===== config.mk =====
export PLATFORM = sky130hd
export DESIGN_NAME = range_prime_sieve_filter
export DESIGN_NICKNAME = d
export VERILOG_FILES = /design/src/rtl/core/rpsf_pkg.sv /design/src/rtl/core/rpsf_cell.sv /design/src/rtl/core/rpsf_tally.sv /design/src/rtl/core/range_prime_sieve_filter.sv
export SDC_FILE = /design/constraint.sdc
export NUM_CORES = 2
export LEC_CHECK = 0
export BUFFER_PORTS_ARGS = -buffer_cell sky130_fd_sc_hd__buf_2
export CAP_MARGIN = 40
export CORE_ASPECT_RATIO = 0.7
export CORE_UTILIZATION = 53
export CTS_CLUSTER_DIAMETER = 200
export DETAILED_ROUTE_END_ITERATION = 7
export PLACE_DENSITY = 0.69
export SETUP_SLACK_MARGIN = 0.4
export SLEW_MARGIN = 20
export SYNTH_ARGS = -nofsm -noshare
export SYNTH_HDL_FRONTEND = slang
export SYNTH_SLANG_ARGS = --single-unit

===== constraint.sdc =====
create_clock -name clk -period 8.89 [get_ports clk]
set_input_delay 0.4445 -clock clk [delete_from_list [all_inputs] [get_ports clk]]
set_output_delay 0.4445 -clock clk [all_outputs]
set_load 0.05 [all_outputs]

===== src/rtl/core/rpsf_pkg.sv =====
// Shared types, constants and the constant prime table of the range prime sieve filter.
`default_nettype none

package rpsf_pkg;

  localparam int TABLE_PRIMES = 26;
  localparam int VALUE_BITS   = 14;
  localparam int COUNT_BITS   = 11;
  localparam int INDEX_BITS   = 1;

  localparam logic [VALUE_BITS-1:0] VALUE_MASK = '1;
  localparam logic [COUNT_BITS-1:0] COUNT_MAX  = '1;

  // Register indexes of the configuration port.
  localparam logic [INDEX_BITS-1:0] REG_RANGE_LOW  = INDEX_BITS'(0);
  localparam logic [INDEX_BITS-1:0] REG_RANGE_HIGH = INDEX_BITS'(1);

  localparam logic [VALUE_BITS-1:0] RANGE_LOW_RESET  = VALUE_BITS'(2);
  localparam logic [VALUE_BITS-1:0] RANGE_HIGH_RESET = VALUE_BITS'(100);

  localparam logic [VALUE_BITS-1:0] SIEVE_PRIMES [TABLE_PRIMES] = '{
    14'd2,  14'd3,  14'd5,  14'd7,  14'd11, 14'd13, 14'd17, 14'd19, 14'd23,
    14'd29, 14'd31, 14'd37, 14'd41, 14'd43, 14'd47, 14'd53, 14'd59, 14'd61,
    14'd67, 14'd71, 14'd73, 14'd79, 14'd83, 14'd89, 14'd97, 14'd101
  };

  // One candidate travelling along the chain.
  typedef struct packed {
    logic                  valid;
    logic [VALUE_BITS-1:0] value;
    logic                  last;
    logic                  struck;
  } rpsf_item_t;

  // Constants that set up one sieve cell.
  typedef struct packed {
    logic [VALUE_BITS-1:0]   prime;
    logic [VALUE_BITS-1:0]   inverse;
    logic [VALUE_BITS-1:0]   limit;
    logic [2*VALUE_BITS-1:0] square;
  } rpsf_prime_t;

  // Multiplicative inverse of an odd prime modulo 2**VALUE_BITS by Newton steps;
  // each step doubles the number of correct low bits. For the even prime the
  // result is the top bit alone, which moves the value's lowest bit to the top.
  function automatic logic [VALUE_BITS-1:0] prime_inverse(input logic [VALUE_BITS-1:0] p);
    logic [VALUE_BITS-1:0] x;
    x = p;
    for (int i = 0; i < 5; i++) begin
      x = VALUE_BITS'(x * (VALUE_BITS'(2) - VALUE_BITS'(p * x)));
    end
    if (!p[0]) begin
      x = {1'b1, {(VALUE_BITS-1){1'b0}}};
    end
    return x;
  endfunction

endpackage

`default_nettype wire


===== src/rtl/core/rpsf_cell.sv =====
// One sieve cell: tests the passing candidate against one constant prime.
`default_nettype none

module rpsf_cell
  import rpsf_pkg::*;
(
  input  wire logic                  clk,
  input  wire logic                  rst,
  input  wire rpsf_prime_t           pconst,
  input  wire logic [VALUE_BITS-1:0] range_high,
  input  wire rpsf_item_t            up,
  output      logic                  up_ready,
  output      rpsf_item_t            dn,
  input  wire logic                  dn_ready
);

  logic [VALUE_BITS-1:0] product;
  logic                  applied;
  logic                  hit;

  // Multiplying by the inverse maps the multiples of the prime onto the lowest
  // values of the word, so divisibility becomes one compare.
  assign product  = VALUE_BITS'(up.value * pconst.inverse);
  assign applied  = pconst.square <= {{VALUE_BITS{1'b0}}, range_high};
  assign hit      = applied && (up.value != pconst.prime) && (product <= pconst.limit);
  assign up_ready = !dn.valid || dn_ready;

  always_ff @(posedge clk) begin
    if (rst) begin
      dn.valid <= 1'b0;
    end else if (up_ready) begin
      dn.valid <= up.valid;
    end
    if (up_ready) begin
      dn.value  <= up.value;
      dn.last   <= up.last;
      dn.struck <= up.struck || hit;
    end
  end

endmodule

`default_nettype wire


===== src/rtl/core/rpsf_tally.sv =====
// Output stage: keeps the running count of kept candidates and holds the result item.
`default_nettype none

module rpsf_tally
  import rpsf_pkg::*;
(
  input  wire logic                  clk,
  input  wire logic                  rst,
  input  wire rpsf_item_t            up,
  output      logic                  up_ready,
  output      logic                  res_valid,
  input  wire logic                  res_ready,
  output      logic [VALUE_BITS-1:0] res_value,
  output      logic                  res_kept,
  output      logic [COUNT_BITS-1:0] res_count,
  output      logic                  res_last
);

  logic [COUNT_BITS-1:0] tally;
  logic [COUNT_BITS-1:0] tally_next;
  logic                  load;

  assign up_ready   = !res_valid || res_ready;
  assign load       = up.valid && up_ready;
  assign tally_next = (!up.struck && tally != COUNT_MAX) ? tally + COUNT_BITS'(1) : tally;

  always_ff @(posedge clk) begin
    if (rst) begin
      res_valid <= 1'b0;
      tally     <= '0;
    end else if (load) begin
      res_valid <= 1'b1;
      tally     <= up.last ? '0 : tally_next;
    end else if (res_ready) begin
      res_valid <= 1'b0;
    end
    if (load) begin
      res_value <= up.value;
      res_kept  <= !up.struck;
      res_count <= tally_next;
      res_last  <= up.last;
    end
  end

endmodule

`default_nettype wire


===== src/rtl/core/range_prime_sieve_filter.sv =====
// Top level of the range prime sieve filter: range check, chain of sieve cells, tally stage.
`default_nettype none

// Candidates stream in on the slave side, one item per clock, and walk down a
// chain of 26 sieve cells, one for each table prime from 2 to 101. Each cell
// strikes the candidate if its prime is applied (prime squared not above
// range_high), divides the candidate and differs from it; a candidate below 2
// or outside [range_low, range_high] is struck before it enters the chain.
// The last stage counts kept candidates, saturating at 2047, and clears the
// count after the item flagged by tlast. Every input item gives exactly one
// result item, in order. Each item passes the 26 cell registers and the
// output register before its result is shown. While results are read, the
// block sustains one item per cycle; each stage holds its item under
// backpressure and empty stages close up, so new items are taken while a
// result waits to be read. Registers are written through
// cfg_we/cfg_addr/cfg_wdata: index 0 is range_low (reset 2), index 1 is
// range_high (reset 100). Write them only while no item is in flight.

module range_prime_sieve_filter
  import rpsf_pkg::*;
(
  input  wire logic                  clk,
  input  wire logic                  rst,
  input  wire logic                  s_tvalid,
  output      logic                  s_tready,
  input  wire logic [15:0]           s_tdata,   // [13:0] candidate, [15:14] zero
  input  wire logic                  s_tlast,   // final_item
  output      logic                  m_tvalid,
  input  wire logic                  m_tready,
  output      logic [31:0]           m_tdata,   // [13:0] value_out, [14] kept,
                                                // [25:15] kept_count, [31:26] zero
  output      logic                  m_tlast,   // run_end
  input  wire logic                  cfg_we,
  input  wire logic [INDEX_BITS-1:0] cfg_addr,
  input  wire logic [VALUE_BITS-1:0] cfg_wdata
);

  logic [VALUE_BITS-1:0] range_low;
  logic [VALUE_BITS-1:0] range_high;

  // Configuration registers; an index outside the list is ignored by the case default.
  always_ff @(posedge clk) begin
    if (rst) begin
      range_low  <= RANGE_LOW_RESET;
      range_high <= RANGE_HIGH_RESET;
    end else if (cfg_we) begin
      case (cfg_addr)
        REG_RANGE_LOW:  range_low  <= cfg_wdata;
        REG_RANGE_HIGH: range_high <= cfg_wdata;
        default: ;
      endcase
    end
  end

  rpsf_item_t            chain [TABLE_PRIMES+1];
  logic                  ready [TABLE_PRIMES+1];
  logic [VALUE_BITS-1:0] candidate;
  logic                  in_range;

  // The range test is made at entry, so a rejected candidate simply travels
  // down the chain already struck.
  assign candidate = s_tdata[VALUE_BITS-1:0];
  assign in_range  = (candidate >= VALUE_BITS'(2)) && (candidate >= range_low) &&
                     (candidate <= range_high);

  assign chain[0].valid  = s_tvalid;
  assign chain[0].value  = candidate;
  assign chain[0].last   = s_tlast;
  assign chain[0].struck = !in_range;
  assign s_tready        = ready[0];

  for (genvar k = 0; k < TABLE_PRIMES; k++) begin : g_cell
    localparam logic [VALUE_BITS-1:0] Prime = SIEVE_PRIMES[k];
    // For the even prime the inverse moves bit 0 to the top, so a limit of
    // zero tests evenness; odd primes use the range of their multiples.
    localparam logic [VALUE_BITS-1:0] Limit = Prime[0] ? VALUE_MASK / Prime : '0;

    rpsf_prime_t pconst;

    assign pconst.prime   = Prime;
    assign pconst.inverse = prime_inverse(Prime);
    assign pconst.limit   = Limit;
    assign pconst.square  = (2*VALUE_BITS)'(Prime) * (2*VALUE_BITS)'(Prime);

    rpsf_cell u_cell (
      .clk        (clk),
      .rst        (rst),
      .pconst     (pconst),
      .range_high (range_high),
      .up         (chain[k]),
      .up_ready   (ready[k]),
      .dn         (chain[k+1]),
      .dn_ready   (ready[k+1])
    );
  end

  logic [VALUE_BITS-1:0] res_value;
  logic                  res_kept;
  logic [COUNT_BITS-1:0] res_count;

  rpsf_tally u_tally (
    .clk       (clk),
    .rst       (rst),
    .up        (chain[TABLE_PRIMES]),
    .up_ready  (ready[TABLE_PRIMES]),
    .res_valid (m_tvalid),
    .res_ready (m_tready),
    .res_value (res_value),
    .res_kept  (res_kept),
    .res_count (res_count),
    .res_last  (m_tlast)
  );

  assign m_tdata = {{(32-VALUE_BITS-1-COUNT_BITS){1'b0}}, res_count, res_kept, res_value};

endmodule

`default_nettype wire


# After elaboration in Yosys (flattened, before gate mapping)
# Cells that the tools add are included.
[classes]
n_reduce_logical = 141
n_bitwise = 1
n_mul = 25
muxes = 4
n_lt_le_gt_ge = 55
n_eq_ne = 27
n_addsub = 1
[ops]
columns = ["cell", "count"]
rows = [
  ["14-bit by 13-bit multiplier with 14-bit output (second input constant)", 10],
  ["14-bit by 8-bit <= comparator with 1-bit output (second input constant)", 8],
  ["14-bit by 7-bit != test with 1-bit output (second input constant)", 8],
  ["14-bit by 9-bit <= comparator with 1-bit output (second input constant)", 7],
  ["14-bit by 6-bit != test with 1-bit output (second input constant)", 7],
  ["13-bit by 14-bit <= comparator with 1-bit output (first input constant)", 6],
  ["14-bit by 12-bit multiplier with 14-bit output (second input constant)", 6],
  ["14-bit by 10-bit <= comparator with 1-bit output (second input constant)", 5],
  ["14-bit by 5-bit != test with 1-bit output (second input constant)", 5],
  ["12-bit by 14-bit <= comparator with 1-bit output (first input constant)", 4],
  ["1-bit logical AND", 56],
  ["14-bit by 14-bit multiplier with 14-bit output (second input constant)", 4],
  ["1-bit logical OR", 53],
  ["10-bit by 14-bit <= comparator with 1-bit output (first input constant)", 3],
  ["11-bit by 14-bit <= comparator with 1-bit output (first input constant)", 3],
  ["14-bit by 10-bit multiplier with 14-bit output (second input constant)", 3],
  ["1-bit zero test", 29],
  ["14-bit by 11-bit <= comparator with 1-bit output (second input constant)", 2],
  ["14-bit by 12-bit <= comparator with 1-bit output (second input constant)", 2],
  ["14-bit <= comparator (first input constant)", 2],
  ["9-bit by 14-bit <= comparator with 1-bit output (first input constant)", 2],
  ["14-bit by 11-bit multiplier with 14-bit output (second input constant)", 2],
  ["14-bit by 2-bit != test with 1-bit output (second input constant)", 2],
  ["14-bit by 3-bit != test with 1-bit output (second input constant)", 2],
  ["19 further kinds", 23],
]
[word_totals]
register_bits = 509
wordCells = 366
input_bits = 37

# Longest topological paths before layout
[logic_depth]
depth_word = 28
ltp_mapped = 19

# Hierarchy
# Synthesis repeated with hierarchy kept, for this count alone.
[hier_totals]
hier_cells = 13742
area_unflattened_um2 = 119383.2
[by_module_without_submodules]
columns = ["mod", "n_inst", "cells_per_inst", "area_per_inst_um2"]
rows = [
  ["rpsf_cell at g_cell[0].u_cell ...", 18, 513, 4460.5],
  ["rpsf_cell at g_cell[4].u_cell ...", 6, 518, 4464.3],
  ["rpsf_cell at g_cell[2].u_cell", 1, 519, 4445.5],
  ["rpsf_cell at g_cell[3].u_cell", 1, 515, 4444.3],
  ["range_prime_sieve_filter", 1, 235, 1757.9],
  ["rpsf_tally", 1, 131, 1660.3],
]

# Worst setup path before layout
# OpenSTA, ideal clock, no wires.
[synth_timing]
path_kind = "register to register"
from = "register g_cell[2].u_cell.dn[9] (netlist bit)"
to = "register g_cell[3].u_cell.dn[0] (netlist bit) (data pin)"
stages_incl_launch_ff = 16
slack_ns = 3.817
required_time_ns = 8.634
setup_ns = 0.256
arrival_ns = 4.817
cell_sequence = "edfxtp_1 > ha_1 > inv_1 > fa_1 > fa_1 > fa_1 > inv_1 > fa_1 > fa_1 > ha_1 > a21o_1 > a2111oi_0 > a21oi_1 > xnor2_1 > a221oi_1 > a31o_2"
[synth_via]
elab_chain_len = 4
elab_cells_between_ends = 6
[synth_lines]
columns = ["element", "line_no", "text"]
rows = [
  ["start: declaration", "rpsf_cell.sv:13", "output rpsf_item_t dn,"],
  ["14-bit by 14-bit multiplier with 14-bit output or 14-bit by 3-bit != test with 1-bit output (tied branches)", "rpsf_cell.sv:23, rpsf_cell.sv:25", ""],
  ["14-bit by 12-bit <= comparator with 1-bit output or 1-bit logical AND (tied branches)", "rpsf_cell.sv:25", "assign hit = applied && (up.value != pconst.prime) && (product <= pconst.limit);"],
  ["1-bit logical AND (*)", "rpsf_cell.sv:25", ""],
  ["1-bit logical OR (*)", "rpsf_cell.sv:37", "dn.struck <= up.struck || hit;"],
  ["end: declaration", "rpsf_cell.sv:13", ""],
]
# Every way passes the cells marked *; elsewhere a longest branch is shown, timed or not.
# A chain may end at the register's enable or synchronous reset.

# Worst setup path in the final report
[layout_timing]
from = "register g_cell[2].u_cell.dn[7] (netlist bit)"
to = "register g_cell[3].u_cell.dn[0] (netlist bit) (data pin)"
# The elaborated chain is that of the path after synthesis.

==> flow_summary.yaml <==
floorplan:
  dieArea_um2: 114000
  start_util: 0.538
  die_y_um: 283
  core_um2: 111000
  io_pins: 72
  rows: 102
  die_w_um: 403
grt:
  grt_max_degree: 67
  grt-ovfl-total: 0
  grt_pass1_vias: 39200
  grt_usage: 0.223
  grt_pass1_wl_um: 206000
  antenna_found_initial: 0
placement:
  hpwlAfterDp_um: 102000
  place_area_um2: 61900
  pre_cts_ws_ps: 3430
  io_buffers: 63
  place_inst: 7205
  gp_congestion: 0.890
cells_and_area:
  diodes: 0
  area_delta_synth_final_pct: 6.74
  multi_input_area_um2: 39100
  drive_gt1_frac: 0.0369
  fin_cells: 7315
  final_util: 0.574
  fillers: 9338
  design_area_um2: 63800
  ff_latch_area_um2: 14600
  nNetsFinal: 7639
min_path:
  whs_endpoint: "range_low[7]"
  hp-start: "cfg_wdata[7]"
  min_path_cells: 3
  hp-class: "in -> reg"
sta:
  slew_viol_final: 0
  fin_crit_sh: 0.606
  tightest_slew_ps: 902
  fin_tns_setup_ps: 0
  maxSlewHeadroom: 0.399
  rsz0062_at_grt: "no"
  setup_ws_ps: 3500
  hold_viol: 0
  fin_skew_ps: 35.3
  fmax_ghz: 0.186
  period_needed_ps: 5390
  setup_viol: 0
clock_tree:
  cts_root_buffer: "clkbuf_16"
  clkSinkCount: 509
  cts_tree: "done"
  clk_pin_slew_ps: 60
  postCtsSetupBuffers: 0
  cts_buffer_depth: 3
  ctsHtreeMaxLevel: 2
  insertion_delay_ps: 650
  cts_made_buffers: 55
synthesis:
  avgSynthCellArea_um2: 10.6
  yosys.area_share.xor_xnor: 0.0699
  synth_simple_gate_area_frac: 0.0536
  synth-async-reset-ratio: 0
  synthCells: 5661
  ys.flop_type: "edfxtp_1"
  synth_top_family_by_area: "adder cells"
  synth_top_cell_area_share: 0.256
  synthAdderAreaFrac: 0.464
  synth_cell_types: 84
  muxShareOfSynthArea: 0.00174
  synth-seq-cells: 509
  synth_area_um2: 59800
  yosysSeqAreaShare: 0.245
  synth-compound-area-share: 0.0644
  ys_top_cells_by_area: "ha_1, edfxtp_1, fa_1, inv_1, xnor2_1"
  synth_warnings: 0
  synth_edf_count: 443
  synth_area_leader_cell: "ha_1"
worst_setup_path:
  start_kind: "flop"
  critical_path_class: "reg -> reg"
  cpPeakStageDelay_ps: 560
  cp_max_fo: 6
  worstPathRequired_ps: 9270
  cp-end-kind: "flop"
  worstReg2RegStart: "g_cell[2].u_cell.dn[7]"
  crit_buf_inv: 2
  r2r-end: "g_cell[3].u_cell.dn[0]"
  reg2reg_depth: 15
  crit_top_cell: "fa_1"
  crit_family: "adder cells"
  cp_cell_sequence: "ha_1 -> inv_1 -> fa_1 -> fa_1 -> fa_1 -> inv_1 -> fa_1 -> fa_1 -> ha_1 -> a21o_1 -> a2111oi_0 -> a21oi_1 -> xnor2_1 -> a221oi_1 -> a31o_2"
  worstPathArrival_ps: 5770
  worst-r2r-setup-slack_ps: 3500
  cpMaxStageDelayCell: "edfxtp_1"
outcome:
  status: "complete, no violations"
power:
  clkPwrFrac: 0.148
  p_leak_uw: 0.0316
  switchingPower_uw: 7170
  internal_power_uw: 9090
  power.density_nw_per_um2: 255
  vdd_drop_max_mv: 0.229
  comb_power_share: 0.670
  swShare: 0.441
  power_frac_seq: 0.182
drt:
  ant_nets: 0
  wire_per_inst_um: 16.8
  vias: 37900
  wl_um: 123000
  drtIter0Drc: 2496
  vias_per_cell: 5.18
  drcViolationCount: 0
  dr.pass1.iters: 5
run:
  cap_violations: 0
==> layout by cell type (no fill, tap or decap), types with 56 or more instances in the layout <==
master	netlist	routed
nand2_1	125	125
o21ai_0	104	104
a21oi_1	180	180
inv_1	1569	1569
clkbuf_16	0	56
buf_2	4	68
xnor2_1	365	365
edfxtp_1	443	443
xor2_1	99	99
dfxtp_1	66	66
fa_1	620	620
nor2_1	173	173
ha_1	1222	1222
==> per-stage QoR <==
step / hold WS [ps] / total power (µW)
floorplan: 400 / 11500
CTS: 14.7 / 16300
finish: 54.1 / 16300
global route: 36.8 / 18000
detailed placement: 405 / 13800
global placement: 401 / 13400
==> worst min-delay path, delay by kind of cell <==
| kind | cells | cell delay [ps] |
|---|---|---|
| compound gates | 1 | 50 |
| buf+inv | 1 | 110 |
| simple gates | 1 | 50 |
==> logic make-up (layout without fill, tap and decap cells) <==
| logic type | after synthesis | in the layout |
|---|---|---|
| AOI/OAI and AO/OA | 590 | 590 |
| xor gates and xnor gates | 469 | 469 |
| adders and majority gates | 1842 | 1842 |
| buffers and inverters | 1615 | 1756 |
| DFF | 509 | 509 |
| muxes | 10 | 10 |
| other | 1 | 6 |
| and+or+nand+nor | 625 | 625 |
==> synth_stat cells (7+ instances only) <==
cell	instances
a31o_2	13
nor2_1	173
nor4_1	33
or2_2	12
o221ai_1	8
xnor2_1	365
and4_1	8
edfxtp_1	443
inv_1	1569
nand4_1	38
xor2_1	99
nor2b_1	28
o21bai_1	26
o311ai_0	8
a41o_1	14
o41ai_1	7
ha_1	1222
a211o_1	8
o31ai_1	11
a31oi_1	28
nand2_1	125
nand2b_1	21
o21ai_0	104
o21a_1	23
dfxtp_1	66
mux2i_1	7
nor4b_1	13
nand3_1	44
o22ai_1	9
a21oi_1	180
clkbuf_1	32
and3_1	17
nor3_1	46
nand4b_1	7
a21o_1	53
o2111ai_1	12
a211oi_1	28
or3_1	16
and2_1	16
buf_4	8
fa_1	620
o211ai_1	8
==> power groups by stage <==
| stage | Combinational, µW | Sequential [µW] | Clock [µW] |
|---|---|---|---|
| after global routing | 12500 | 2980 | 2530 |
| after CTS | 10900 | 2960 | 2440 |
| final | 10900 | 2960 | 2410 |
| after global placement | 10400 | 3010 | 0 |
| after detailed placement | 10800 | 3010 | 0 |
| after floorplan | 8650 | 2890 | 0 |
==> routing by layer <==
metal	wire, µm	GRT usage	share of wire	up-vias
met5	0	0	0	-
met4	1700	0.0351	0.014	0
met3	6780	0.0327	0.055	113
met2	53000	0.336	0.43	757
met1	61700	0.344	0.50	18500
li1	-	-	-	18500
==> cell type report <==
type	instances	area share
repair buffers	81	0.00720
well taps	1508	0.0296
clock buffers	64	0.0226
inverters	1571	0.0924
multi-input cells	3542	0.612
flip-flops and latches	509	0.229
clock inverters	40	0.00651
==> state kept, by name, summed over array words and instances, names as in the netlist <==
signal / cells
range_high: 14
g_cell.u_cell.dn: 442
range_low: 14
u_tally.res_valid: 1
u_tally.res_count: 11
u_tally.res_value: 14
u_tally.res_kept: 1
u_tally.res_last: 1
u_tally.tally: 11
==> timing repair <==
item,4_1_cts,5_1_grt
resized for setup,0,0
hold buffers,1,0
hold endpoints to repair,1,0
==> worst max-delay path by stage <==
| stage | startpoint | end | slack (ps) | depth (start not counted) |
|---|---|---|---|---|
| floorplan | g_cell[2].u_cell.dn[9] | g_cell[3].u_cell.dn[0] | 3820 | 15 |
| global placement | g_cell[2].u_cell.dn[9] | g_cell[3].u_cell.dn[0] | 3490 | 15 |
| detailed placement | g_cell[2].u_cell.dn[7] | g_cell[3].u_cell.dn[0] | 3430 | 15 |
| CTS | g_cell[2].u_cell.dn[7] | g_cell[3].u_cell.dn[0] | 3480 | 15 |
| global route | g_cell[2].u_cell.dn[9] | g_cell[3].u_cell.dn[0] | 3240 | 15 |
| finish | g_cell[2].u_cell.dn[7] | g_cell[3].u_cell.dn[0] | 3500 | 15 |
No activity file was read; power rests on OpenSTA's default activity.
